[src/rtl/mcptd_pkg.sv]
// Shared constants, types and helper functions of the piezo tap detector.
`default_nettype none
package mcptd_pkg;

    localparam int SIDE_COUNT    = 8;
    localparam int SIDE_BITS     = $clog2(SIDE_COUNT);
    localparam int SAMPLE_BITS   = 12;
    localparam int SEED_SCANS    = 100;
    localparam int AVERAGE_SHIFT = 6;
    localparam int TIME_BITS     = 32;

    localparam int MARGIN_BITS    = 12;
    localparam int DEBOUNCE_BITS  = 16;
    localparam int WINDOW_BITS    = 16;
    localparam int CFG_DATA_BITS  = 16;
    localparam int CFG_INDEX_BITS = 2;

    localparam int ACC_BITS      = SAMPLE_BITS + AVERAGE_SHIFT;
    localparam int CMP_BITS      = ((SAMPLE_BITS > MARGIN_BITS) ? SAMPLE_BITS
                                                                : MARGIN_BITS) + 1;
    localparam int SUM_BITS      = SAMPLE_BITS + $clog2(SEED_SCANS);
    localparam int SEED_CNT_BITS = $clog2(SEED_SCANS + 1);
    localparam int RECIP_SHIFT   = SUM_BITS + $clog2(SEED_SCANS);
    localparam int RECIP_BITS    = SUM_BITS + 1;
    localparam int PROD_BITS     = SUM_BITS + RECIP_BITS;

    localparam longint unsigned RECIP_FULL =
        ((64'd1 << RECIP_SHIFT) + 64'(SEED_SCANS) - 64'd1) / 64'(SEED_SCANS);
    localparam logic [RECIP_BITS-1:0] SEED_RECIP = RECIP_BITS'(RECIP_FULL);

    localparam logic [MARGIN_BITS-1:0]    MARGIN_RST    = MARGIN_BITS'(720);
    localparam logic [DEBOUNCE_BITS-1:0]  DEBOUNCE_RST  = DEBOUNCE_BITS'(250);
    localparam logic [WINDOW_BITS-1:0]    WINDOW_RST    = WINDOW_BITS'(150);
    localparam logic                      PAIR_MODE_RST = 1'b1;

    typedef enum logic [1:0] {
        REQ_DETECT = 2'd0,
        REQ_SEED   = 2'd1,
        REQ_CLEAR  = 2'd2
    } t_req;

    typedef enum logic [CFG_INDEX_BITS-1:0] {
        CFG_SPIKE_MARGIN = 2'd0,
        CFG_DEBOUNCE     = 2'd1,
        CFG_PAIR_WINDOW  = 2'd2,
        CFG_PAIR_MODE    = 2'd3
    } t_cfg_index;

    localparam logic EV_SINGLE = 1'b0;
    localparam logic EV_PAIR   = 1'b1;

    typedef struct packed {
        logic [MARGIN_BITS-1:0]    spike_margin;
        logic [DEBOUNCE_BITS-1:0]  lockout_ms;
        logic [WINDOW_BITS-1:0]    pair_window_ms;
        logic                      pair_mode;
    } t_cfg;

    typedef struct packed {
        logic [1:0]           req;
        logic                 first_valid;
        logic [SIDE_BITS-1:0] first_side;
        logic                 second_valid;
        logic [SIDE_BITS-1:0] second_side;
        logic [TIME_BITS-1:0] scan_time;
    } t_hit;

    function automatic logic [SIDE_BITS-1:0] opposite_of(input logic [SIDE_BITS-1:0] side);
        logic [SIDE_BITS:0] sum;
        sum = {1'b0, side} + (SIDE_BITS + 1)'(SIDE_COUNT / 2);
        if (sum >= (SIDE_BITS + 1)'(SIDE_COUNT)) begin
            sum = sum - (SIDE_BITS + 1)'(SIDE_COUNT);
        end
        return sum[SIDE_BITS-1:0];
    endfunction

endpackage
`default_nettype wire

[src/rtl/mcptd_lane.sv]
// One side's lane: spike test, moving-average baseline and seed accumulation.
`default_nettype none
module mcptd_lane (
    input  logic                                 i_clk,
    input  logic                                 i_rst_n,
    input  logic                                 i_load,
    input  logic                                 i_seed_fin,
    input  logic [1:0]                           i_req,
    input  logic [mcptd_pkg::SAMPLE_BITS-1:0]    i_reading,
    input  logic [mcptd_pkg::MARGIN_BITS-1:0]    i_spike_margin,
    output logic                                 o_spike,
    output logic [mcptd_pkg::SAMPLE_BITS-1:0]    o_delta
);
    import mcptd_pkg::*;

    logic [ACC_BITS-1:0]    r_acc;
    logic [SUM_BITS-1:0]    r_sum;
    logic                   r_spike;
    logic [SAMPLE_BITS-1:0] r_delta;

    logic [SAMPLE_BITS-1:0] w_base;
    logic [CMP_BITS-1:0]    w_thresh;
    logic                   w_spike;
    logic [ACC_BITS:0]      w_grow;
    logic [PROD_BITS-1:0]   w_prod;
    logic [SAMPLE_BITS-1:0] w_quot;

    assign w_base   = r_acc[ACC_BITS-1:AVERAGE_SHIFT];
    assign w_thresh = CMP_BITS'(w_base) + CMP_BITS'(i_spike_margin);
    assign w_spike  = CMP_BITS'(i_reading) > w_thresh;
    assign w_grow   = (ACC_BITS + 1)'(r_acc) + (ACC_BITS + 1)'(i_reading)
                    - (ACC_BITS + 1)'(w_base);
    assign w_prod   = PROD_BITS'(r_sum) * PROD_BITS'(SEED_RECIP);
    assign w_quot   = w_prod[RECIP_SHIFT +: SAMPLE_BITS];

    always_ff @(posedge i_clk) begin
        if (!i_rst_n) begin
            r_acc   <= '0;
            r_sum   <= '0;
            r_spike <= 1'b0;
            r_delta <= '0;
        end else if (i_seed_fin) begin
            r_acc <= {w_quot, {AVERAGE_SHIFT{1'b0}}};
            r_sum <= '0;
        end else if (i_load) begin
            r_spike <= (i_req == REQ_DETECT) && w_spike;
            r_delta <= i_reading - w_base;
            if ((i_req == REQ_DETECT) && !w_spike) begin
                r_acc <= w_grow[ACC_BITS-1:0];
            end
            if (i_req == REQ_SEED) begin
                r_sum <= r_sum + SUM_BITS'(i_reading);
            end
        end
    end

    assign o_spike = r_spike;
    assign o_delta = r_delta;

endmodule
`default_nettype wire

[config.mk]
export PLATFORM = sky130hd
export DESIGN_NAME = mcptd_lane
export DESIGN_NICKNAME = d
export VERILOG_FILES = /design/src/rtl/mcptd_pkg.sv /design/src/rtl/mcptd_lane.sv
export SDC_FILE = /design/constraint.sdc
export NUM_CORES = 1
export LEC_CHECK = 0
export ABC_AREA = 1
export BUFFER_PORTS_ARGS = -buffer_cell sky130_fd_sc_hd__buf_2
export CORE_MARGIN = 10
export CORE_UTILIZATION = 67
export CTS_BUF_LIST = sky130_fd_sc_hd__clkbuf_16
export DETAILED_ROUTE_END_ITERATION = 8
export PLACE_DENSITY_LB_ADDON = 0.05
export SYNTH_ARGS = -nofsm -noshare
export SYNTH_HDL_FRONTEND = slang
export SYNTH_SLANG_ARGS = --single-unit
[constraint.sdc]
create_clock -name i_clk -period 11.3 [get_ports i_clk]
set_input_delay 1.695 -clock i_clk [delete_from_list [all_inputs] [get_ports i_clk]]
set_output_delay 1.695 -clock i_clk [all_outputs]
set_load 0.01 [all_outputs]
==> results.cfg <==
[worst_hold_path]
whs_path_depth = 2
hp-class = flop to flop

[routing]
dr.pass1.iters = 5
wire_per_inst_um = 17.3
routed_via_density = 5.44
ant_nets = 0
drt_iter0_drc = 517
wl_um = 33000
drc = 0
vias = 10405

[clock_network]
cts.sink_count = 50
cts_resized = 0
clk_pin_slew_ns = 0.08
cts_buffers = 5
root_buffer = clkbuf_16
htree_levels = 2
cts_buffer_depth = 2
cts_setup_buffers = 0
hold_buffers = 0
cts_tree = built
worst_skew_pair.late_latency_ns = 0.31

[timing]
hold_ws_ns = 0.468
max_freq_mhz = 175
min_period_over_period_pct = 50.5
setup_slack_ns = 5.60
clock_skew_ns = 0.00812
rsz0062_at_grt = false
slew_headroom_pct = 53.0
setup_viol = 0
fin_setup_tns_ns = 0
layout_min_cycle_time_ns = 5.70
tightest_slew_ns = 0.704
hold_viol = 0
slew_violations = 0

[place]
dp_slack_ns = 5.70
numPortBuffers = 42
placed_cell_area_um2 = 12500
dp_hpwl_um = 29100
place_congestion = 0.959

[global_route]
grt_usage_pct = 27.9
grt_max_degree = 23
grt_antenna_before_repair = 0
gr-total-overflow = 0
grt_pass1_vias = 10549
grt_pass1_wl_um = 53200

[worst_setup_path]
critPathKind = flop to flop
cp_max_fo = 9
cp-end-kind = flop
crit_required_ns = 11.51
worstSetupStartpointType = flop
cp_data_arrival_time_ns = 5.91
ff2ff_path_depth = 21

[synth]
syn-cell-area_um2 = 12000
synth_async_sr_flop_share_pct = 0
synth_common_cells = inv_1 (447), nand2_1 (281), ha_1 (226), fa_1 (139), nor2_1 (121)
ys_warn_count = 0
synth.net_count = 2043
ys_seq_elements = 50
synth_flop_cell = dfxtp_1
synth_top_area_share_pct = 23.5
synth_cell_type_count = 45
synth_edf_count = 0
synth.area.top_cells = ha_1 (23%), fa_1 (23%), inv_1 (14%), nand2_1 (8.8%), dfxtp_1 (8.3%)
synth_most_common_cell = inv_1
yosys.area.top_type = ha_1
avgSynthCellArea_um2 = 7.31
yosysSeqAreaShare_pct = 8.31
syn_inst = 1648

[layout]
fillers = 1517
final_util_pct = 72.2
drive_gt1_share_pct = 3.85
fin_nets = 2081
fin_area_um2 = 12600
syn2layout_area_growth_pct = 4.87
diodes = 0

[job]
maxCapViolations = 0

[pwr]
ir_drop_v = 0.0000581
p_sw_w = 0.000353
p_sw_share_pct = 45.5
power.internal_w = 0.000422
leakage_nw = 7.55
p_per_area_nw_per_um2 = 61.4
seqPwrFrac_pct = 25.8
pwr-share-comb_pct = 53.3
pwr-share-clk_pct = 20.9

[status]
status = finished, final reports clean

[die]
die-area_um2 = 23700
rows = 48
core_um2 = 17500
die_h_um = 154
design.portCount = 43
fp.dieW_um = 154
start_util_pct = 68.9
stage by stage:
step / std cells / power, W
finish: 1912 / 0.000776
global route: 1912 / 0.000842
CTS: 1912 / 0.000773
detailed placement: 1904 / 0.000611
global placement: 1904 / 0.000605
floorplan: 1648 / 0.000501
placed cells by master (no fill, tap or decap), types with 2 or more instances in the layout:
master and n:
nor3_1 15, nand2_4 2, a21oi_1 104, buf_4 3, nand4_1 10, ha_1 226
nand3_1 70, dfxtp_1 50, o21a_1 3, o211ai_1 2, nor2_1 121, buf_2 42
o21ai_2 2, xnor2_1 20, and2_1 2, nand3b_1 8, fa_1 139, a21o_1 11
and3_1 2, nand2_1 281, a21oi_2 2, a21boi_0 3, o21ai_1 11, clkinv_1 2
inv_1 448, a31oi_1 3, or2_2 3, xor2_1 18, clkbuf_16 5, nor2_2 2
o21bai_1 11, o21ai_0 54
critical path, cell delays in order, from the launching register on:
cell	delay, ns
dfxtp_1	0.67
fa_1	0.58
fa_1	0.50
fa_1	0.53
fa_1	0.53
fa_1	0.54
inv_1	0.05
fa_1	0.53
inv_1	0.05
ha_1	0.32
nand2_1	0.15
inv_1	0.05
a21boi_0	0.40
a21oi_1	0.15
nor2_1	0.14
nand2_1	0.06
nand2_1	0.05
nand2_1	0.05
nand2_1	0.07
nand3_1	0.08
nand2_1	0.07
inv_1	0.04
cells by family (layout without fill, tap and decap cells):
group / count (synthesis) / in the layout / synth area share [%]
simple gates: 521 / 521 / 18.0
compound gates: 212 / 212 / 9.77
xor+xnor: 38 / 38 / 2.76
fa+ha+maj: 365 / 365 / 46.6
flops: 50 / 50 / 8.31
buf+inv: 462 / 501 / 14.5
worst paths after layout:
check / to / start / slack, ns
hold reg to reg: r_acc[0] / r_acc[0] / 0.47
setup reg to reg: r_acc[15] / r_sum[13] / 5.60
hold / removal: r_acc[0] / r_acc[0] / 0.47
setup / recovery: r_acc[15] / r_sum[13] / 5.60
per-layer routing:
layer  up-vias  wire, µm  GRT usage, %
met2       331     16500          49.5
met3        82      1930          4.63
li1       5147         -             -
met4         0      1470          11.5
met5         -         0             0
met1      4845     13200          32.5
area by class of cell:
class	count	area, µm²	area share, %
clock buffers	5	125	0.991
clock inverters	3	16.3	0.129
inverters	448	1680	13.3
multi-input cells	1136	9290	73.6
flip-flops and latches	50	1000	7.93
well taps	225	282	2.23
repair buffers	45	233	1.84
registers in the layout, indices dropped and copies added (netlist names):
signal / cells
r_acc: 18
o_spike: 1
o_delta: 12
r_sum: 19
power by group through the flow:
stage	registers (W)	logic (W)	clock network (W)
floorplan	0.000199	0.000303	0
global placement	0.000203	0.000402	0
detailed placement	0.000204	0.000407	0
CTS	0.000199	0.000411	0.000163
global route	0.000200	0.000474	0.000168
finish	0.000200	0.000414	0.000162
Note: power is estimated with default switching activity, not from simulation.
