**src/rtl/mcptd_pkg.sv**
```systemverilog
// Shared constants, types and helper functions of the piezo tap detector.
`default_nettype none
package mcptd_pkg;

    localparam int SIDE_COUNT    = 8;
    localparam int SIDE_BITS     = $clog2(SIDE_COUNT);
    localparam int SAMPLE_BITS   = 12;
    localparam int SEED_SCANS    = 100;
    localparam int AVERAGE_SHIFT = 6;
    localparam int TIME_BITS     = 32;

    localparam int MARGIN_BITS    = 12;
    localparam int DEBOUNCE_BITS  = 16;
    localparam int WINDOW_BITS    = 16;
    localparam int CFG_DATA_BITS  = 16;
    localparam int CFG_INDEX_BITS = 2;

    localparam int ACC_BITS      = SAMPLE_BITS + AVERAGE_SHIFT;
    localparam int CMP_BITS      = ((SAMPLE_BITS > MARGIN_BITS) ? SAMPLE_BITS
                                                                : MARGIN_BITS) + 1;
    localparam int SUM_BITS      = SAMPLE_BITS + $clog2(SEED_SCANS);
    localparam int SEED_CNT_BITS = $clog2(SEED_SCANS + 1);
    localparam int RECIP_SHIFT   = SUM_BITS + $clog2(SEED_SCANS);
    localparam int RECIP_BITS    = SUM_BITS + 1;
    localparam int PROD_BITS     = SUM_BITS + RECIP_BITS;

    localparam longint unsigned RECIP_FULL =
        ((64'd1 << RECIP_SHIFT) + 64'(SEED_SCANS) - 64'd1) / 64'(SEED_SCANS);
    localparam logic [RECIP_BITS-1:0] SEED_RECIP = RECIP_BITS'(RECIP_FULL);

    localparam logic [MARGIN_BITS-1:0]    MARGIN_RST    = MARGIN_BITS'(720);
    localparam logic [DEBOUNCE_BITS-1:0]  DEBOUNCE_RST  = DEBOUNCE_BITS'(250);
    localparam logic [WINDOW_BITS-1:0]    WINDOW_RST    = WINDOW_BITS'(150);
    localparam logic                      PAIR_MODE_RST = 1'b1;

    typedef enum logic [1:0] {
        REQ_DETECT = 2'd0,
        REQ_SEED   = 2'd1,
        REQ_CLEAR  = 2'd2
    } t_req;

    typedef enum logic [CFG_INDEX_BITS-1:0] {
        CFG_SPIKE_MARGIN = 2'd0,
        CFG_DEBOUNCE     = 2'd1,
        CFG_PAIR_WINDOW  = 2'd2,
        CFG_PAIR_MODE    = 2'd3
    } t_cfg_index;

    localparam logic EV_SINGLE = 1'b0;
    localparam logic EV_PAIR   = 1'b1;

    typedef struct packed {
        logic [MARGIN_BITS-1:0]    spike_margin;
        logic [DEBOUNCE_BITS-1:0]  lockout_ms;
        logic [WINDOW_BITS-1:0]    pair_window_ms;
        logic                      pair_mode;
    } t_cfg;

    typedef struct packed {
        logic [1:0]           req;
        logic                 first_valid;
        logic [SIDE_BITS-1:0] first_side;
        logic                 second_valid;
        logic [SIDE_BITS-1:0] second_side;
        logic [TIME_BITS-1:0] scan_time;
    } t_hit;

    function automatic logic [SIDE_BITS-1:0] opposite_of(input logic [SIDE_BITS-1:0] side);
        logic [SIDE_BITS:0] sum;
        sum = {1'b0, side} + (SIDE_BITS + 1)'(SIDE_COUNT / 2);
        if (sum >= (SIDE_BITS + 1)'(SIDE_COUNT)) begin
            sum = sum - (SIDE_BITS + 1)'(SIDE_COUNT);
        end
        return sum[SIDE_BITS-1:0];
    endfunction

endpackage
`default_nettype wire

```
**src/rtl/mcptd_pair.sv**
```systemverilog
// Pair tracking of held taps and the result queue feeding the output register.
`default_nettype none
module mcptd_pair (
    input  logic                               i_clk,
    input  logic                               i_rst_n,
    input  logic                               i_valid,
    input  mcptd_pkg::t_hit                    i_hit,
    input  mcptd_pkg::t_cfg                    i_cfg,
    output logic                               o_ready,
    output logic                               o_out_valid,
    input  logic                               i_out_stall,
    output logic                               o_event_kind,
    output logic [mcptd_pkg::SIDE_BITS-1:0]    o_tap_side,
    output logic [mcptd_pkg::TIME_BITS-1:0]    o_tap_time,
    output logic                               o_last_event
);
    import mcptd_pkg::*;

    typedef struct packed {
        logic                 kind;
        logic [SIDE_BITS-1:0] side;
        logic [TIME_BITS-1:0] tap_time;
    } t_result;

    logic                 r_held_valid;
    logic [SIDE_BITS-1:0] r_held_side;
    logic [TIME_BITS-1:0] r_held_time;
    t_result              r_q [3];
    logic [1:0]           r_q_cnt;
    logic                 r_out_valid;
    t_result              r_out;
    logic                 r_out_last;

    logic                 n_held_valid;
    logic [SIDE_BITS-1:0] n_held_side;
    logic [TIME_BITS-1:0] n_held_time;
    t_result              w_res [3];
    logic [1:0]           w_cnt;
    logic                 w_fresh;
    logic                 w_window_done;
    logic [1:0]           w_hit_valid;
    logic [SIDE_BITS-1:0] w_hit_side [2];
    logic                 w_drain;
    logic                 w_load;

    assign w_drain = (r_q_cnt != 2'd0) && (!r_out_valid || !i_out_stall);
    assign o_ready = (r_q_cnt == 2'd0) || ((r_q_cnt == 2'd1) && w_drain);
    assign w_load  = i_valid && o_ready;

    assign w_hit_valid   = {i_hit.second_valid, i_hit.first_valid};
    assign w_hit_side[0] = i_hit.first_side;
    assign w_hit_side[1] = i_hit.second_side;
    assign w_window_done = (i_hit.scan_time - r_held_time) >= TIME_BITS'(i_cfg.pair_window_ms);

    always_comb begin
        n_held_valid = r_held_valid;
        n_held_side  = r_held_side;
        n_held_time  = r_held_time;
        w_fresh      = 1'b0;
        w_cnt        = 2'd0;
        for (int k = 0; k < 3; k++) begin
            w_res[k] = '0;
        end
        if (i_hit.req == REQ_DETECT) begin
            for (int k = 0; k < 2; k++) begin
                if (w_hit_valid[k]) begin
                    if (!i_cfg.pair_mode) begin
                        w_res[w_cnt] = '{EV_SINGLE, w_hit_side[k], i_hit.scan_time};
                        w_cnt = w_cnt + 2'd1;
                    end else if (n_held_valid && (opposite_of(n_held_side) == w_hit_side[k])) begin
                        n_held_valid = 1'b0;
                        w_res[w_cnt] = '{EV_PAIR, w_hit_side[k], i_hit.scan_time};
                        w_cnt = w_cnt + 2'd1;
                    end else begin
                        if (n_held_valid) begin
                            w_res[w_cnt] = '{EV_SINGLE, n_held_side, n_held_time};
                            w_cnt = w_cnt + 2'd1;
                        end
                        n_held_valid = 1'b1;
                        n_held_side  = w_hit_side[k];
                        n_held_time  = i_hit.scan_time;
                        w_fresh      = 1'b1;
                    end
                end
            end
            if (i_cfg.pair_mode && n_held_valid) begin
                if (w_fresh ? (i_cfg.pair_window_ms == '0) : w_window_done) begin
                    n_held_valid = 1'b0;
                    w_res[w_cnt] = '{EV_SINGLE, n_held_side, n_held_time};
                    w_cnt = w_cnt + 2'd1;
                end
            end
        end else if (i_hit.req == REQ_CLEAR) begin
            n_held_valid = 1'b0;
        end
    end

    always_ff @(posedge i_clk) begin
        if (!i_rst_n) begin
            r_held_valid <= 1'b0;
            r_held_side  <= '0;
            r_held_time  <= '0;
            r_q_cnt      <= 2'd0;
            r_out_valid  <= 1'b0;
        end else begin
            if (w_load) begin
                r_held_valid <= n_held_valid;
                r_held_side  <= n_held_side;
                r_held_time  <= n_held_time;
                r_q          <= w_res;
                r_q_cnt      <= w_cnt;
            end else if (w_drain) begin
                r_q[0]  <= r_q[1];
                r_q[1]  <= r_q[2];
                r_q_cnt <= r_q_cnt - 2'd1;
            end
            if (w_drain) begin
                r_out_valid <= 1'b1;
                r_out       <= r_q[0];
                r_out_last  <= (r_q_cnt == 2'd1);
            end else if (!i_out_stall) begin
                r_out_valid <= 1'b0;
            end
        end
    end

    assign o_out_valid  = r_out_valid;
    assign o_event_kind = r_out.kind;
    assign o_tap_side   = r_out.side;
    assign o_tap_time   = r_out.tap_time;
    assign o_last_event = r_out_last;

`ifndef SYNTHESIS
    a_last_flag: assert property (@(posedge i_clk) disable iff (!i_rst_n)
        w_drain && (r_q_cnt == 2'd1) |=> r_out_last)
        else $error("final result of a scan is not marked last");
    a_queue_fill: assert property (@(posedge i_clk) disable iff (!i_rst_n)
        w_load |=> r_q_cnt == $past(w_cnt))
        else $error("result queue count does not match the scan's results");
    a_clear_hold: assert property (@(posedge i_clk) disable iff (!i_rst_n)
        w_load && (i_hit.req == REQ_CLEAR) |=> !r_held_valid)
        else $error("held tap survived a clear request");
`endif

endmodule
`default_nettype wire
```
**config.mk**
```make
export PLATFORM = sky130hd
export DESIGN_NAME = mcptd_pair
export DESIGN_NICKNAME = d
export VERILOG_FILES = /design/src/rtl/mcptd_pkg.sv /design/src/rtl/mcptd_pair.sv
export SDC_FILE = /design/constraint.sdc
export NUM_CORES = 1
export LEC_CHECK = 0
export ABC_CLOCK_PERIOD_IN_PS = 4100
export BUFFER_PORTS_ARGS = -buffer_cell sky130_fd_sc_hd__buf_4
export CAP_MARGIN = 20
export CORE_ASPECT_RATIO = 1.1
export CORE_MARGIN = 1.5
export CORE_UTILIZATION = 39
export CTS_CLUSTER_DIAMETER = 50
export CTS_CLUSTER_SIZE = 10
export DETAILED_ROUTE_END_ITERATION = 10
export PLACE_DENSITY = 0.69
export SLEW_MARGIN = 5
export SYNTH_ARGS = -nofsm -noshare
export SYNTH_HDL_FRONTEND = slang
export SYNTH_SLANG_ARGS = --single-unit
```
**constraint.sdc**
```tcl
create_clock -name i_clk -period 4.1 [get_ports i_clk]
set_input_delay 0 -clock i_clk [delete_from_list [all_inputs] [get_ports i_clk]]
set_output_delay 0 -clock i_clk [all_outputs]
set_load 0.01 [all_outputs]
```
==> out/results.tsv, run 1 <==
metric	value	unit
status	complete, but fails checks	
failed_checks	negative setup slack	
start_util	39.5	%
critical-path-top-delay-family	simple AND/OR/NAND/NOR gates	
syn-instance-count	1351	
cts_root_buf	clkbuf_16	
n_antenna_cell	0	
insertion_delay	0.44	ns
drtIter0Drc	1402	
yosysUniqueCellTypes	68	
grt_pass1_wl	63200	um
dpl_cell_area	14300	um^2
synth.area.top_cells	edfxtp_1, dfxtp_1, ha_1, a21oi_1, nand2_1	
port_buffers	101	
fin_skew	0.0126	ns
worst-path-buf-inv	2	
top_layer	met4	
endpoint_kind	flop	
wl	40700	um
required	4.29	ns
clk_pin_slew_worst_paths	0.07	ns
grtUsageTotal	25.5	%
syn_nets	1496	
first_pass_iters	6	
fp.dieH	187	um
synth_top_area_share	35.9	%
die_w	170	um
design.portCount	130	
synth-main-ff-cell	edfxtp_1	
drive_gt1_share	27.4	%
rsz0062_at_grt	true	
met3WireLength	4240	um
cts-buffers-inserted	17	
finalSetupViolCount	40	
cell_internal_pwr	3.88	mW
cts_sinks	183	
p_sw	1.63	mW
post-synth-top-count-cell	nand2_1	
synth-seq-area-share	42.4	%
via_per_inst	6.01	
gp_congestion	0.908	
row_count	67	
crit_top_cell	a21oi_2	
worst_pin_slew	1.04	ns
slew-limit-headroom	30.5	%
max_stage_delay	0.51	ns
setup_slack	-0.0427	ns
ys_ff_latch	183	
place_inst	1918	
min_period_over_period	101	%
clk_path_buf_depth	2	
pwr-share-comb	24.8	%
dieArea	31900	um^2
clkPwrFrac	33.0	%
layout.nets	1709	
vdd.ir_drop.worst	324	uV
syn_area	12000	um^2
cts_tree	yes	
synthTopCellsByCount	nand2_1, edfxtp_1, nor2_1, a21oi_1, clkbuf_1	
critPathLaunchType	flop	
stdcell_area	15900	um^2
fmax	241	MHz
maxSlewViolCount	0	
drc	0	
path_class	reg -> reg	
synth_top_area_cell	edfxtp_1	
critPathMaxFanout	6	
ant_nets	0	
syn_to_final_growth	31.9	%
globalRoute.totalOverflow	0	
ys_warn_count	0	
antenna_found_initial	0	
vias	12000	
leakagePower	6.03	nW
pre_cts_ws	-0.442	ns
avgRoutedWirePerCell	20.5	um
arrival	4.34	ns
synth-edff-count	144	
final_cells	1991	
fp.coreArea	30400	um^2
powerDensity	347	nW/um^2
grt_max_degree	75	
hpwl	26500	um
worstPathCellList	inv_2 > ha_4 > nand2_2 > or3_4 > a21oi_2 > nand2b_4 > a31oi_4 > o21ai_2 > xor2_1 > ha_1 > a21oi_2 > o221ai_2 > a211oi_2 > nand4_1 > or4_4 > bufbuf_16 > and3_1 > a221o_1	
synth.avg_cell_area	8.91	um^2
met2WireLength	18800	um
maxCapViolCount	0	
htree_levels	4	
p_seq_share	42.3	%
hold_viol_final	0	
cp_slowest_cell	or4_4	
first_global_vias	11400	
drt-met1-wl	16400	um
p_sw_share	29.6	%
holdCritPathClass	in -> reg	
async_flop_share	0	%
period_minus_slack	4.14	ns
worst paths after layout:
path | startpoint | to | slack, ns | cells after the start
worst max register to register | r_held_time[9] | r_q[80] | -0.04 | 18
worst min register to register | r_q[95] | o_tap_time[23] | 0.42 | 0
worst max-delay path | r_held_time[9] | r_q[80] | -0.04 | 18
worst min-delay path | i_hit[16] | r_q[52] | 0.02 | 3
routing by layer:
layer,up-vias,GRT usage [%]
li1,5498,-
met1,5591,34.3
met2,755,41.0
met3,113,4.74
met4,0,9.16
met5,-,0
logic make-up (layout without fill, tap and decap cells):
group / after synthesis / count (layout) / share of synthesized area (%)
compound gates: 442 / 442 / 24.8
simple gates: 423 / 423 / 15.4
flops: 183 / 183 / 42.4
buf+inv: 177 / 403 / 5.91
fa+ha+maj: 54 / 54 / 5.68
mux: 46 / 46 / 3.85
xor+xnor: 26 / 26 / 1.89
power groups by stage:
stage          clock network [mW]  registers [mW]  logic, mW
2_1_floorplan                   0            2.37      0.723
3_3_place_gp                    0            2.36       1.22
3_5_place_dp                    0            2.37       1.24
4_1_cts                      1.83            2.33       1.32
5_1_grt                      1.89            2.34       1.48
6_report                     1.82            2.33       1.36
final cells by class:
type	count	area, um^2
timing repair buffer	301	2520
multi-input combinational	991	6810
clock inverter	12	190
fill	2745	14600
sequential	183	5120
tap	414	518
clock buffer	20	457
inverter	70	263
cell usage in the layout (no fill, tap or decap), types with 8 or more instances in the layout:
cell	synthesis	layout
dfxtp_1	39	30
o311ai_2	3	15
nand3_1	47	46
o311ai_1	17	14
edfxtp_1	144	144
clkbuf_16	0	17
dfxtp_2	0	9
a21o_1	15	15
mux2i_1	44	44
and3_1	18	18
a221o_1	15	15
nand2_1	158	154
inv_1	68	60
ha_1	53	39
o21ai_1	4	8
xnor2_1	17	17
o31ai_1	31	31
o211ai_1	25	25
o21ai_0	56	46
inv_2	1	9
dlygate4sd3_1	0	15
nor2_1	132	121
a22oi_1	14	14
a21oi_2	1	11
a21oi_1	122	111
buf_4	0	267
xor2_1	9	8
nand4_1	15	15
a31oi_1	11	10
buf_12	0	9
nor3_1	10	10
o311ai_0	20	10
ha_4	0	14
a211oi_1	39	35
o22ai_1	31	31
stage by stage:
step	hold slack (ns)	TNS, ns	power [mW]	utilization (%)
3_5_place_dp	0.260	-39.86	3.61	47.0
3_3_place_gp	0.255	-30.24	3.59	47.0
2_1_floorplan	0.118	0	3.09	-
5_1_grt	0.0127	-17.13	5.72	52.2
6_report	0.0186	-0.922	5.51	52.2
4_1_cts	0.000237	-0.622	5.47	51.7
worst min-delay path: cells and delay by family:
family                 cells  cell delay [ns]
AOI/OAI and AO/OA          1             0.07
buffers and inverters      1             0.16
and+or+nand+nor            1             0.06
timing repair:
| item | in CTS | in global routing |
|---|---|---|
| gates cloned | 4 | 0 |
| hold buffers | 15 | 0 |
| setup buffers | 20 | 3 |
| endpoints found under the setup margin | 109 | 109 |
| pin swaps | 24 | 10 |
| resized for setup | 90 | 39 |
| hold endpoints to repair | 16 | 0 |
flip-flops by register name, indices dropped and copies added, names as in the netlist:
signal and flops:
o_tap_time 32, r_q_cnt 2, r_q 107, o_out_valid 1, o_tap_side 3, o_event_kind 1
r_held_time 32, r_held_valid 1, o_last_event 1, r_held_side 3
(Power assumes the default switching activity.)
==> run 2: changes to the inputs <==
--- a/config.mk
+++ b/config.mk
@@ -10,11 +10,11 @@
 export CAP_MARGIN = 20
 export CORE_ASPECT_RATIO = 1.1
 export CORE_MARGIN = 1.5
-export CORE_UTILIZATION = 39
+export CORE_UTILIZATION = 40
 export CTS_CLUSTER_DIAMETER = 50
 export CTS_CLUSTER_SIZE = 10
 export DETAILED_ROUTE_END_ITERATION = 10
-export PLACE_DENSITY = 0.69
+export PLACE_DENSITY = 0.7
 export SLEW_MARGIN = 5
 export SYNTH_ARGS = -nofsm -noshare
 export SYNTH_HDL_FRONTEND = slang
==> out/results.tsv, run 2 (synthesis gave the netlist of run 1 again) <==
metric	value	unit	change
first_pass_iters	6		unchanged
setup_slack	-0.215	ns	was -0.0427 ns
wl	40700	um	about the same
maxSlewViolCount	0		unchanged
first_global_vias	11500		was 11.4k
path_class	reg -> reg		unchanged
gp_congestion	0.904		was 0.908
vias	12100		was 12.0k
hold_viol_final	0		unchanged
start_util	40.7	%	was 39.5%
design.portCount	130		unchanged
clk_pin_slew_worst_paths	0.07	ns	about the same
cts_sinks	183		unchanged
finalSetupViolCount	107		was 40
failed_checks	negative setup slack		unchanged
required	4.30	ns	was 4.29 ns
cts_root_buf	clkbuf_16		unchanged
hpwl	27100	um	was 26500 um
die_w	168	um	was 170 um
grt_pass1_wl	62600	um	was 63200 um
slew-limit-headroom	34.0	%	was 30.5%
globalRoute.totalOverflow	0		unchanged
place_inst	1878		was 1918
pwr-share-comb	25.3	%	was 24.8%
antenna_found_initial	0		unchanged
endpoint_kind	flop		unchanged
critPathMaxFanout	5		was 6
vdd.ir_drop.worst	290	uV	was 324 uV
row_count	66		was 67
powerDensity	341	nW/um^2	was 347 nW/um^2
drc	0		unchanged
fp.coreArea	29600	um^2	was 30400 um^2
final_common_cell	buf_4		unchanged
drtIter0Drc	1579		was 1402
cts-buffers-inserted	17		unchanged
final_core_util	52.9	%	was 52.2%
fmax	232	MHz	was 241 MHz
fin_skew	0.0120	ns	was 0.0126 ns
top_register	r_q		unchanged
insertion_delay	0.45	ns	was 0.44 ns
leakagePower	5.90	nW	was 6.03 nW
avgRoutedWirePerCell	20.9	um	was 20.5 um
stdcell_area	15600	um^2	was 15900 um^2
status	complete, but fails checks		unchanged
p_sw	1.63	mW	about the same
syn_to_final_growth	30.0	%	was 31.9%
clk_path_buf_depth	2		unchanged
min_period_over_period	105	%	was 101%
arrival	4.51	ns	was 4.34 ns
holdCritPathClass	in -> reg		unchanged
dieArea	31100	um^2	was 31900 um^2
p_total	5.34	mW	was 5.51 mW
p_sw_share	30.5	%	was 29.6%
largest_reg_flops	107		unchanged
grtUsageTotal	25.8	%	was 25.5%
tns	-15.32	ns	was -0.922 ns
dpl_cell_area	14300	um^2	about the same
pre_cts_ws	-0.539	ns	was -0.442 ns
clkPwrFrac	31.1	%	was 33.0%
worstPathCellList	inv_2 > ha_4 > and2_4 > a221oi_4 > buf_4 > a21oi_2 > nand2b_4 > a31oi_4 > buf_4 > xnor2_1 > ha_1 > a21o_1 > a21oi_2 > o221ai_2 > a211oi_2 > nand4_1 > or4_4 > buf_6 > nand4_1 > buf_6 > clkbuf_16 > nor2_1		was inv_2 > ha_4 > nand2_2 > or3_4 > a21oi_2 > nand2b_4 > a31oi_4 > o21ai_2 > xor2_1 > ha_1 > a21oi_2 > o221ai_2 > a211oi_2 > nand4_1 > or4_4 > bufbuf_16 > and3_1 > a221o_1
maxCapViolCount	0		unchanged
port_buffers	101		unchanged
cp_slowest_cell	or4_4		unchanged
rsz0062_at_grt	true		unchanged
ant_nets	0		unchanged
fp.dieH	185	um	was 187 um
nFillCells	2651		was 2745
p_seq_share	43.6	%	was 42.3%
via_per_inst	6.20		was 6.01
hold_ws	0.0100	ns	was 0.0186 ns
max_stage_delay	0.51	ns	about the same
final_cells	1947		was 1991
final_cell_mix	buf_4, nand2_1, edfxtp_1, a21oi_1, nor2_1		was buf_4, nand2_1, edfxtp_1, nor2_1, a21oi_1
drive_gt1_share	26.6	%	was 27.4%
layout.nets	1705		was 1709
htree_levels	4		unchanged
grt_max_degree	53		was 75
cell_internal_pwr	3.71	mW	was 3.88 mW
cts_tree	yes		unchanged
n_antenna_cell	0		unchanged
critPathLaunchType	flop		unchanged
period_minus_slack	4.31	ns	was 4.14 ns
worst_pin_slew	0.987	ns	was 1.04 ns
run 2: cell types whose count changed in the layout (fill, tap and decap cells not counted), moves of 5 or more:
cell / change
nor2_4: +6
a21oi_1: +5
a21oi_2: -6
nor2_1: -12
ha_4: -5
buf_4: -7
nor2_2: +6
run 2: final timing paths:
| kind | start | to | slack [ns] | cells past startpoint |
|---|---|---|---|---|
| hold reg to reg | r_q[84] | o_tap_time[12] | 0.42 | 0 |
| setup reg to reg | r_held_time[4] | r_q[17] | -0.21 | 22 |
| setup / recovery | r_held_time[4] | r_q[17] | -0.21 | 22 |
| hold / removal | i_hit[41] | r_q_cnt[1] | 0.01 | 4 |
run 2: what timing repair did:
item / CTS / global route
gates resized for setup: 56 / 67
setup buffers: 13 / 3
setup endpoints to repair: 109 / 109
endpoints found under the hold margin: 19 / 0
hold buffers: 18 / 0
gates cloned: 2 / 2
pin swaps: 15 / 6
run 2: critical path, delay by kind of cell, from the launching register on:
kind,cells,cell delay (ns)
compound gates,7,1.21
buf+inv,6,0.91
simple gates,6,1.14
flops,1,0.32
fa+ha+maj,2,0.39
xor+xnor,1,0.07
run 2: routing by layer:
| layer | up-vias | track usage (%) | share of wire (%) |
|---|---|---|---|
| li1 | 5490 | - | - |
| met1 | 5658 | 33.5 | 40 |
| met2 | 786 | 42.4 | 46 |
| met3 | 131 | 4.85 | 11 |
| met4 | 0 | 10.3 | 3.3 |
| met5 | - | 0 | 0 |
run 2: area by class of cell:
| type | count | area (um^2) | share of cell area, % |
|---|---|---|---|
| Timing Repair Buffer | 297 | 2450 | 15.7 |
| Tap cell | 374 | 468 | 2.99 |
| Inverter | 70 | 263 | 1.68 |
| Clock buffer | 19 | 433 | 2.77 |
| Multi-Input combinational cell | 991 | 6760 | 43.2 |
| Clock inverter | 13 | 149 | 0.952 |
| Sequential cell | 183 | 5120 | 32.7 |
run 2: power by group through the flow:
stage          sequential (mW)  clock (mW)  combinational (mW)
6_report                  2.33        1.66                1.35
3_5_place_dp              2.37           0                1.24
5_1_grt                   2.34        1.73                1.45
2_1_floorplan             2.37           0               0.723
3_3_place_gp              2.36           0                1.22
4_1_cts                   2.33        1.66                1.29
