--- config.mk ---
export PLATFORM = sky130hd
export DESIGN_NAME = mcptd_merge
export DESIGN_NICKNAME = d
export VERILOG_FILES = /design/src/rtl/mcptd_pkg.sv /design/src/rtl/mcptd_merge.sv
export SDC_FILE = /design/constraint.sdc
export NUM_CORES = 1
export LEC_CHECK = 0
export ABC_AREA = 1
export BUFFER_PORTS_ARGS = -buffer_cell sky130_fd_sc_hd__buf_2
export CAP_MARGIN = 20
export CORE_MARGIN = 3
export CORE_UTILIZATION = 67
export CTS_CLUSTER_SIZE = 24
export DETAILED_ROUTE_END_ITERATION = 8
export PLACE_DENSITY = 0.87
export SETUP_SLACK_MARGIN = 0.2
export SYNTH_ARGS = -nofsm -noshare
export SYNTH_HDL_FRONTEND = slang
export SYNTH_SLANG_ARGS = --single-unit
export TNS_END_PERCENT = 10
--- constraint.sdc ---
create_clock -name i_clk -period 24.2 [get_ports i_clk]
set_clock_uncertainty 0.1 [all_clocks]
set_input_delay 1.21 -clock i_clk [delete_from_list [all_inputs] [get_ports i_clk]]
set_output_delay 1.21 -clock i_clk [all_outputs]
set_load 0.01 [all_outputs]
--- src/rtl/mcptd_pkg.sv ---
// Shared constants, types and helper functions of the piezo tap detector.
`default_nettype none
package mcptd_pkg;

    localparam int SIDE_COUNT    = 8;
    localparam int SIDE_BITS     = $clog2(SIDE_COUNT);
    localparam int SAMPLE_BITS   = 12;
    localparam int SEED_SCANS    = 100;
    localparam int AVERAGE_SHIFT = 6;
    localparam int TIME_BITS     = 32;

    localparam int MARGIN_BITS    = 12;
    localparam int DEBOUNCE_BITS  = 16;
    localparam int WINDOW_BITS    = 16;
    localparam int CFG_DATA_BITS  = 16;
    localparam int CFG_INDEX_BITS = 2;

    localparam int ACC_BITS      = SAMPLE_BITS + AVERAGE_SHIFT;
    localparam int CMP_BITS      = ((SAMPLE_BITS > MARGIN_BITS) ? SAMPLE_BITS
                                                                : MARGIN_BITS) + 1;
    localparam int SUM_BITS      = SAMPLE_BITS + $clog2(SEED_SCANS);
    localparam int SEED_CNT_BITS = $clog2(SEED_SCANS + 1);
    localparam int RECIP_SHIFT   = SUM_BITS + $clog2(SEED_SCANS);
    localparam int RECIP_BITS    = SUM_BITS + 1;
    localparam int PROD_BITS     = SUM_BITS + RECIP_BITS;

    localparam longint unsigned RECIP_FULL =
        ((64'd1 << RECIP_SHIFT) + 64'(SEED_SCANS) - 64'd1) / 64'(SEED_SCANS);
    localparam logic [RECIP_BITS-1:0] SEED_RECIP = RECIP_BITS'(RECIP_FULL);

    localparam logic [MARGIN_BITS-1:0]    MARGIN_RST    = MARGIN_BITS'(720);
    localparam logic [DEBOUNCE_BITS-1:0]  DEBOUNCE_RST  = DEBOUNCE_BITS'(250);
    localparam logic [WINDOW_BITS-1:0]    WINDOW_RST    = WINDOW_BITS'(150);
    localparam logic                      PAIR_MODE_RST = 1'b1;

    typedef enum logic [1:0] {
        REQ_DETECT = 2'd0,
        REQ_SEED   = 2'd1,
        REQ_CLEAR  = 2'd2
    } t_req;

    typedef enum logic [CFG_INDEX_BITS-1:0] {
        CFG_SPIKE_MARGIN = 2'd0,
        CFG_DEBOUNCE     = 2'd1,
        CFG_PAIR_WINDOW  = 2'd2,
        CFG_PAIR_MODE    = 2'd3
    } t_cfg_index;

    localparam logic EV_SINGLE = 1'b0;
    localparam logic EV_PAIR   = 1'b1;

    typedef struct packed {
        logic [MARGIN_BITS-1:0]    spike_margin;
        logic [DEBOUNCE_BITS-1:0]  lockout_ms;
        logic [WINDOW_BITS-1:0]    pair_window_ms;
        logic                      pair_mode;
    } t_cfg;

    typedef struct packed {
        logic [1:0]           req;
        logic                 first_valid;
        logic [SIDE_BITS-1:0] first_side;
        logic                 second_valid;
        logic [SIDE_BITS-1:0] second_side;
        logic [TIME_BITS-1:0] scan_time;
    } t_hit;

    function automatic logic [SIDE_BITS-1:0] opposite_of(input logic [SIDE_BITS-1:0] side);
        logic [SIDE_BITS:0] sum;
        sum = {1'b0, side} + (SIDE_BITS + 1)'(SIDE_COUNT / 2);
        if (sum >= (SIDE_BITS + 1)'(SIDE_COUNT)) begin
            sum = sum - (SIDE_BITS + 1)'(SIDE_COUNT);
        end
        return sum[SIDE_BITS-1:0];
    endfunction

endpackage
`default_nettype wire

--- src/rtl/mcptd_merge.sv ---
// Merging stages: picks the strongest spike, then applies per-side debounce.
`default_nettype none
module mcptd_merge (
    input  logic                               i_clk,
    input  logic                               i_rst_n,
    input  logic                               i_valid,
    input  logic [1:0]                         i_req,
    input  logic [mcptd_pkg::TIME_BITS-1:0]    i_time,
    input  logic [mcptd_pkg::SIDE_COUNT-1:0]   i_spike,
    input  logic [mcptd_pkg::SAMPLE_BITS-1:0]  i_delta [mcptd_pkg::SIDE_COUNT],
    input  mcptd_pkg::t_cfg                    i_cfg,
    input  logic                               i_next_ready,
    output logic                               o_ready,
    output logic                               o_valid,
    output mcptd_pkg::t_hit                    o_hit
);
    import mcptd_pkg::*;

    logic                   r_b_valid;
    logic [1:0]             r_b_req;
    logic [TIME_BITS-1:0]   r_b_time;
    logic                   r_b_found;
    logic [SIDE_BITS-1:0]   r_b_best;
    logic [SIDE_COUNT-1:0]  r_b_spiked;

    logic                   r_c_valid;
    t_hit                   r_c_hit;
    logic [TIME_BITS-1:0]   r_last [SIDE_COUNT];

    logic                   w_found;
    logic [SIDE_BITS-1:0]   w_best;
    logic [SAMPLE_BITS-1:0] w_best_delta;
    logic [SIDE_COUNT-1:0]  w_ok;
    logic [SIDE_BITS-1:0]   w_opp;
    logic                   w_take_best;
    logic                   w_take_opp;
    logic [SIDE_COUNT-1:0]  w_hit_mask;
    t_hit                   n_hit;
    logic                   w_b_ready;
    logic                   w_c_ready;
    logic                   w_b_load;
    logic                   w_c_load;

    assign w_c_ready = !r_c_valid || i_next_ready;
    assign w_b_ready = !r_b_valid || w_c_ready;
    assign w_b_load  = i_valid && w_b_ready;
    assign w_c_load  = r_b_valid && w_c_ready;
    assign o_ready   = w_b_ready;

    always_comb begin
        w_found      = 1'b0;
        w_best       = '0;
        w_best_delta = '0;
        for (int i = 0; i < SIDE_COUNT; i++) begin
            if (i_spike[i] && (i_delta[i] > w_best_delta)) begin
                w_found      = 1'b1;
                w_best       = SIDE_BITS'(i);
                w_best_delta = i_delta[i];
            end
        end
    end

    always_comb begin
        for (int i = 0; i < SIDE_COUNT; i++) begin
            w_ok[i] = (r_b_time - r_last[i]) > TIME_BITS'(i_cfg.lockout_ms);
        end
    end

    assign w_opp       = opposite_of(r_b_best);
    assign w_take_best = (r_b_req == REQ_DETECT) && r_b_found && w_ok[r_b_best];
    assign w_take_opp  = w_take_best && r_b_spiked[w_opp] && w_ok[w_opp];

    always_comb begin
        w_hit_mask = '0;
        if (w_take_best) begin
            w_hit_mask[r_b_best] = 1'b1;
        end
        if (w_take_opp) begin
            w_hit_mask[w_opp] = 1'b1;
        end
        n_hit.req          = r_b_req;
        n_hit.scan_time    = r_b_time;
        n_hit.first_valid  = w_take_best;
        n_hit.first_side   = r_b_best;
        n_hit.second_valid = w_take_opp;
        n_hit.second_side  = w_opp;
        if (w_take_opp && (w_opp < r_b_best)) begin
            n_hit.first_side  = w_opp;
            n_hit.second_side = r_b_best;
        end
    end

    always_ff @(posedge i_clk) begin
        if (!i_rst_n) begin
            r_b_valid  <= 1'b0;
            r_b_req    <= '0;
            r_b_time   <= '0;
            r_b_found  <= 1'b0;
            r_b_best   <= '0;
            r_b_spiked <= '0;
            r_c_valid  <= 1'b0;
            r_c_hit    <= '0;
            for (int i = 0; i < SIDE_COUNT; i++) begin
                r_last[i] <= '0;
            end
        end else begin
            if (w_b_load) begin
                r_b_valid  <= 1'b1;
                r_b_req    <= i_req;
                r_b_time   <= i_time;
                r_b_found  <= w_found;
                r_b_best   <= w_best;
                r_b_spiked <= i_spike;
            end else if (w_c_ready) begin
                r_b_valid <= 1'b0;
            end
            if (w_c_load) begin
                r_c_valid <= 1'b1;
                r_c_hit   <= n_hit;
                for (int i = 0; i < SIDE_COUNT; i++) begin
                    if (w_hit_mask[i]) begin
                        r_last[i] <= r_b_time;
                    end
                end
            end else if (i_next_ready) begin
                r_c_valid <= 1'b0;
            end
        end
    end

    assign o_valid = r_c_valid;
    assign o_hit   = r_c_hit;

`ifndef SYNTHESIS
    a_hit_order: assert property (@(posedge i_clk) disable iff (!i_rst_n)
        r_c_valid && r_c_hit.second_valid |->
            r_c_hit.first_valid && (r_c_hit.first_side < r_c_hit.second_side))
        else $error("second hit without an earlier first hit");
    a_hit_detect: assert property (@(posedge i_clk) disable iff (!i_rst_n)
        r_c_valid && r_c_hit.first_valid |-> r_c_hit.req == REQ_DETECT)
        else $error("hit reported on a request that is not a detection scan");
    a_last_update: assert property (@(posedge i_clk) disable iff (!i_rst_n)
        w_c_load && w_take_best |=> r_last[$past(r_b_best)] == $past(r_b_time))
        else $error("accept time of the winning side was not updated");
`endif

endmodule
`default_nettype wire

==> results of run 1 <==
## critical path, delay by kind of cell
| kind | cells | cell delay (ps) |
|---|---|---|
| AO/OA/AOI/OAI | 11 | 2180 |
| AND/OR/NAND/NOR | 51 | 6810 |
| adder cells (fa/ha/maj) | 7 | 2150 |
| buffers and inverters | 11 | 1120 |
## Yosys cell counts (all sizes together), types with 12 or more instances
| cell | instances | area [sq um] |
|---|---|---|
| and2 | 12 | 75.1 |
| xnor2 | 88 | 771 |
| buf | 40 | 373 |
| o221ai | 15 | 131 |
| nand2 | 584 | 2360 |
| nor2 | 323 | 1310 |
| inv | 579 | 2170 |
| xor2 | 150 | 1310 |
| or2 | 16 | 100 |
| o21ai | 257 | 1490 |
| a21boi | 42 | 443 |
| nor3 | 39 | 205 |
| edfxtp | 256 | 7690 |
| a21oi | 515 | 2690 |
| nand4 | 53 | 338 |
| ha | 456 | 5710 |
| clkbuf | 42 | 229 |
| dfxtp | 88 | 1760 |
| o21a | 14 | 108 |
| nand3 | 127 | 726 |
| a211oi | 15 | 113 |
| a21o | 18 | 136 |
| o21bai | 18 | 135 |
| o211ai | 12 | 100 |
## per-stage QoR
step / cells / cell area (sq um) / total power (uW)
after CTS: 4647 / 33800 / 2160
final: 4648 / 33800 / 2180
after detailed placement: 4572 / 32500 / 1520
after floorplan: 3830 / 31100 / 1330
after global placement: 4572 / 32500 / 1490
after global routing: 4648 / 33800 / 2310
## sequential cells by signal, summed over array words and instances, names as in the netlist
name        flops
r_b_time       32
r_b_req         2
o_hit          40
r_b_best        3
o_valid         1
r_b_found       1
r_b_valid       1
r_last        256
r_b_spiked      8
## final cells by class
type	instances	area [sq um]
Clock buffer	53	1200
Timing Repair Buffer	224	1180
Sequential cell	344	9450
Clock inverter	22	189
Multi-Input combinational cell	2820	18900
Tap cell	600	751
Antenna cell	1	2.50
Fill cell	3301	11700
Inverter	584	2190
## per-layer routing
layer  GRT usage (%)  part of all wire [%]  wire [microns]  vias to the layer above
met1            43.1                    39           33200                    12900
met4            15.8                   4.7            4000                        6
met3            5.74                    11            9390                      274
met5               0                 0.035              30                        -
met2            56.1                    45           38800                     1329
li1                -                     -               -                    13500
## worst paths after layout
| path | cells after the start | endpoint | start | slack (ps) |
|---|---|---|---|---|
| worst max register to register | 33 | r_last[0][24]$_SDFFCE_PN0P_ | r_b_time[0]$_SDFFE_PN0P_ | 17260 |
| worst min-delay path | 2 | o_hit[13]$_SDFFE_PN0P_ | o_hit[13]$_SDFFE_PN0P_ | 370 |
| worst min register to register | 2 | o_hit[13]$_SDFFE_PN0P_ | o_hit[13]$_SDFFE_PN0P_ | 370 |
| worst max-delay path | 80 | r_b_found$_SDFFE_PN0P_ | i_delta[92] | 11080 |
## where the power goes
part | leakage (uW) | total (uW) | switching [uW] | internal (uW)
logic | 0.0123 | 845 | 522 | 324
registers | 0.00338 | 692 | 27.3 | 665
clock network | 0.000682 | 637 | 264 | 374
## cells by family (layout without fill, tap and decap cells)
family | after synthesis | count (layout) | share of synthesized area, %
XOR/XNOR | 238 | 238 | 6.70
flip-flops | 344 | 344 | 30.4
other | 0 | 1 | 0
AO/OA/AOI/OAI | 942 | 942 | 18.1
AND/OR/NAND/NOR | 1176 | 1176 | 17.0
adder cells (fa/ha/maj) | 464 | 464 | 18.9
buffers and inverters | 666 | 883 | 8.98
==> impl_metrics.env, run 1 <==
export IMPL_ys_seq_elements=344
export IMPL_relSlewSlack_pct=34.9
export IMPL_async_flop_share_pct=0
export IMPL_synthFlopType="edfxtp_1"
export IMPL_vias=28000
export IMPL_period_share_pct=54.2
export IMPL_status="finished, final reports clean"
export IMPL_cp_common_cell="nand2_1"
export IMPL_ir_drop_mv=0.0599
export IMPL_hold_violations=0
export IMPL_hold_ws_ps=370
export IMPL_initial_core_util_pct=68.2
export IMPL_drive_gt1_share_pct=12.6
export IMPL_io_buffers=201
export IMPL_clockBufferDepth=3
export IMPL_pre_cts_ws_ps=10660
export IMPL_gp_congestion=0.950
export IMPL_criticalPathCategory="input port to flop"
export IMPL_cts_tree="done"
export IMPL_grt_pass1_wl_mm=135
export IMPL_timing_hold_worst_class="flop to flop"
export IMPL_fin_crit_ps=13120
export IMPL_firstDrtPassIters=6
export IMPL_ys_warn_count=0
export IMPL_drv_cap=0
export IMPL_fmaxAchievable_mhz=76.2
export IMPL_grt_start_max_net_pins=77
export IMPL_rows=78
export IMPL_grt_util_all_layers_pct=33.7
export IMPL_finalSetupTns_ps=0
export IMPL_drt_wirelength_per_cell_microns=18.4
export IMPL_crit_fanout=27
export IMPL_die_x_microns=221
export IMPL_grt_pass1_vias=27300
export IMPL_layout_nets=4666
export IMPL_crit_slowest_cell="nand2_1"
export IMPL_post_route_util_pct=74.3
export IMPL_crit_arrival_ps=13500
export IMPL_vias_per_cell=6.02
export IMPL_avgSynthCellArea_sq_um=8.12
export IMPL_antenna_found_initial=4
export IMPL_cts_htree_levels=2
export IMPL_io_pins=231
export IMPL_numCtsBuffers=41
export IMPL_dieArea_sq_mm=0.0490
export IMPL_ant_nets=0
export IMPL_syn_area_sq_mm=0.0311
export IMPL_mostFrequentLayoutCells="inv_1, nand2_1, a21oi_1"
export IMPL_required_ps=24580
export IMPL_tightestPinTransition_ps=976
export IMPL_clk_pin_slew_ps=60
export IMPL_p_per_area_mw_per_mm2=64.3
export IMPL_slowest_delay_ps=520
export IMPL_dp_hpwl_mm=63.9
export IMPL_synth_nets=4481
export IMPL_seq_area_frac_synth_pct=30.4
export IMPL_fp_coreArea_sq_mm=0.0456
export IMPL_clk_latency_ps=590
export IMPL_cts_hold_buf=0
export IMPL_drc_errors=0
export IMPL_finalSetupViolCount=0
export IMPL_cp_end_kind="flop"
export IMPL_cts_setup_buffers=0
export IMPL_start_kind="input port"
export IMPL_die_height_microns=221
export IMPL_clk_root_buffer_cell="clkbuf_16"
export IMPL_layout_setup_ws_ps=11080
export IMPL_rsz0062_at_grt="no"
export IMPL_area_growth_pct=8.82
export IMPL_syn_inst=3830
export IMPL_p_leak_uw=0.0164
export IMPL_grt_overflow=0
export IMPL_layout_commonest_cell="inv_1"
export IMPL_postCtsResizedCells=0
export IMPL_ys_types=69
export IMPL_synth_edff_count=256
export IMPL_routed_wl_mm=85.4
export IMPL_finalMaxSlewViolations=0
export IMPL_dr_first_iter_drc_count=2700
export IMPL_cts_sinks=344
Power figures use the tool's default switching activity.
==> run 2, diff against run 1 <==
Settings changed: ABC_AREA 1 to 0, CORE_UTILIZATION 67 to 63, PLACE_DENSITY 0.87 to 0.83.
Clock period 24.2 ns to 13.55 ns, I/O delays scaled along.
==> run 2 against run 1 <==
Synthesized cell count up 4.6%. Register-to-register slack worse by 11000 ps. Utilization down 1.3 points. Routed wire length up 21%. Final area up 11%. Die area up 13%. Global-route usage up 1.3 points. Clock power up 87%. Count of clock-buffer cells in the layout down 9. Non-clock buffer count up 126. Largest cell class unchanged.
==> impl_metrics.env, run 2 <==
export IMPL_async_flop_share_pct=0
export IMPL_n_antenna_cell=0
export IMPL_drv_cap=0
export IMPL_timing_hold_worst_class="input port to flop"
export IMPL_drc_errors=0
export IMPL_layout_commonest_cell="ha_1"
export IMPL_clk_latency_ps=580
export IMPL_clk_root_buffer_cell="clkbuf_16"
export IMPL_finalSetupViolCount=0
export IMPL_finalMaxSlewViolations=0
export IMPL_area_growth_pct=13.7
export IMPL_p_leak_uw=0.0168
export IMPL_cts_sinks=344
export IMPL_firstDrtPassIters=6
export IMPL_grtUsageMet1_pct=43.4
export IMPL_initial_core_util_pct=64.1
export IMPL_synth_edff_count=256
export IMPL_p_per_area_mw_per_mm2=105
export IMPL_syn_inst=4006
export IMPL_io_pins=231
export IMPL_placed_area_sq_mm=0.0357
export IMPL_die_height_microns=235
export IMPL_crit_arrival_ps=13180
export IMPL_layout_nets=4941
export IMPL_grt_pass1_wl_mm=157
export IMPL_vias=32300
export IMPL_synth_most_common_cell="ha_1"
export IMPL_relSlewSlack_pct=22.3
export IMPL_grt_start_max_net_pins=69
export IMPL_ys_seq_elements=344
export IMPL_syn_area_sq_mm=0.0332
export IMPL_grt_overflow=0
export IMPL_stdcell_count=4999
export IMPL_top_register="r_last"
export IMPL_hold_violations=0
export IMPL_synthFlopType="edfxtp_1"
export IMPL_required_ps=13910
export IMPL_synth_area_leaders="edfxtp_1, ha_1, dfxtp_1, inv_1, nor2_1"
export IMPL_grt_pass1_vias=30100
export IMPL_postLayoutCellArea_sq_mm=0.0377
export IMPL_largest_reg_flops=256
export IMPL_numCtsBuffers=39
export IMPL_dp_hpwl_mm=79.0
export IMPL_clk_pin_slew_ps=60
export IMPL_ys_warn_count=0
export IMPL_crit_fanout=8
export IMPL_slowest_delay_ps=480
export IMPL_grtUsageMet2_pct=58.7
export IMPL_die_x_microns=235
export IMPL_synth_top_area_share_pct=23.2
export IMPL_synth_top_area_cell="edfxtp_1"
export IMPL_dr_first_iter_drc_count=3074
export IMPL_drt_wirelength_per_cell_microns=20.7
export IMPL_hold_ws_ps=249
export IMPL_ant_nets=0
export IMPL_fp_coreArea_sq_mm=0.0517
export IMPL_drive_gt1_share_pct=12.8
export IMPL_tightestPinTransition_ps=1160
export IMPL_crit_slowest_cell="or4_4"
export IMPL_rows=83
export IMPL_gp_congestion=1.01
export IMPL_io_buffers=201
export IMPL_start_kind="input port"
export IMPL_ys_types=98
export IMPL_synth_nets=4657
export IMPL_routed_wl_mm=104
export IMPL_grt_util_all_layers_pct=35.0
export IMPL_dieArea_sq_mm=0.0554
export IMPL_placed_cells=4910
export IMPL_cts_htree_levels=2
export IMPL_synthTopCellsByCount="ha_1, inv_1, nor2_1"
export IMPL_period_share_pct=94.6
export IMPL_clockBufferDepth=3
export IMPL_avgSynthCellArea_sq_um=8.28
export IMPL_antenna_found_initial=1
export IMPL_seq_area_frac_synth_pct=28.5
export IMPL_grt_use_met3_pct=5.83
export IMPL_cp_end_kind="flop"
export IMPL_vias_per_cell=6.47
export IMPL_mostFrequentLayoutCells="ha_1, inv_1, nor2_1"
export IMPL_cts_hold_buf=0
export IMPL_status="finished, final reports clean"
export IMPL_fmaxAchievable_mhz=78.0
export IMPL_criticalPathCategory="input port to flop"
export IMPL_ir_drop_mv=0.0986
export IMPL_top_usage_layer="met2"
export IMPL_cp_common_cell="a21o_1"
export IMPL_cts_tree="done"
export IMPL_fin_crit_ps=12820
-- run 2: cell count changes after synthesis, moves of 73 or more --
cell | previous run | this run
inv_1 | 570 | 432
nor2_1 | 288 | 421
a21boi_0 | 3 | 87
a21oi_1 | 489 | 269
a21o_1 | 17 | 90
xor2_1 | 150 | 48
nand2_1 | 546 | 383
-- run 2: timing repair --
item | 4_1_cts | 5_1_grt
pin swaps | 0 | 42
gates cloned | 0 | 3
setup endpoints to repair | 4 | 4
resized for setup | 1 | 97
buffers inserted | 0 | 15
-- run 2: kinds of logic (layout without fill, tap and decap cells) --
family	Yosys count	in the layout	synth area share, %
compound gates	1146	1147	23.5
xor+xnor	138	138	3.64
fa+ha+maj	466	466	17.7
buf+inv	541	853	6.37
flops	344	344	28.5
mux	54	54	1.69
simple gates	1317	1317	18.6
-- run 2: power breakdown --
part / leakage, uW / internal [uW] / switching, uW / total (uW)
Combinational: 0.0127 / 656 / 885 / 1540
Sequential: 0.00335 / 1180 / 37.7 / 1220
Clock: 0.000687 / 718 / 470 / 1190
Total: 0.0168 / 2550 / 1390 / 3950
-- run 2: per-layer routing --
metal  vias to the layer above  routed length (microns)
met5                         -                       13
met4                         2                     6220
met3                       364                     9760
met2                      1602                    48000
met1                     15200                    39500
li1                      15200                        -
-- run 2: layout make-up --
| class | count | area [sq um] |
|---|---|---|
| multi-input combinational | 3122 | 22200 |
| clock inverter | 26 | 367 |
| tap | 680 | 851 |
| fill | 3963 | 14000 |
| timing repair buffer | 350 | 2210 |
| inverter | 433 | 1630 |
| clock buffer | 44 | 1060 |
| sequential | 344 | 9450 |
-- run 2: worst paths after layout --
path / from / endpoint / slack (ps) / cells past startpoint
setup / recovery: i_spike[0] / r_b_found$_SDFFE_PN0P_ / 730 / 75
hold / removal: i_time[18] / r_b_time[18]$_SDFFE_PN0P_ / 250 / 3
setup reg to reg: r_b_time[0]$_SDFFE_PN0P_ / r_last[0][95]$_SDFFCE_PN0P_ / 5850 / 25
hold reg to reg: o_hit[1]$_SDFFE_PN0P_ / o_hit[1]$_SDFFE_PN0P_ / 360 / 2
-- run 2: critical path, delay by kind of cell --
kind | cells | cell delay [ps]
buffers and inverters | 8 | 1060
multiplexers | 3 | 780
adder cells (fa/ha/maj) | 7 | 1850
AO/OA/AOI/OAI | 36 | 6080
AND/OR/NAND/NOR | 21 | 2700
-- run 2: stage by stage --
stage / TNS [ps] / setup WS (ps) / utilization [%] / total power [uW]
after floorplan: 0 / 203 / - / 2250
after global placement: -688 / -196 / 69.0 / 2640
after detailed placement: -1540 / -408 / 69.0 / 2670
after CTS: 0 / 200 / 71.8 / 3860
after global routing: -35.2 / -22.3 / 72.9 / 4150
final: 0 / 730 / 72.9 / 3950
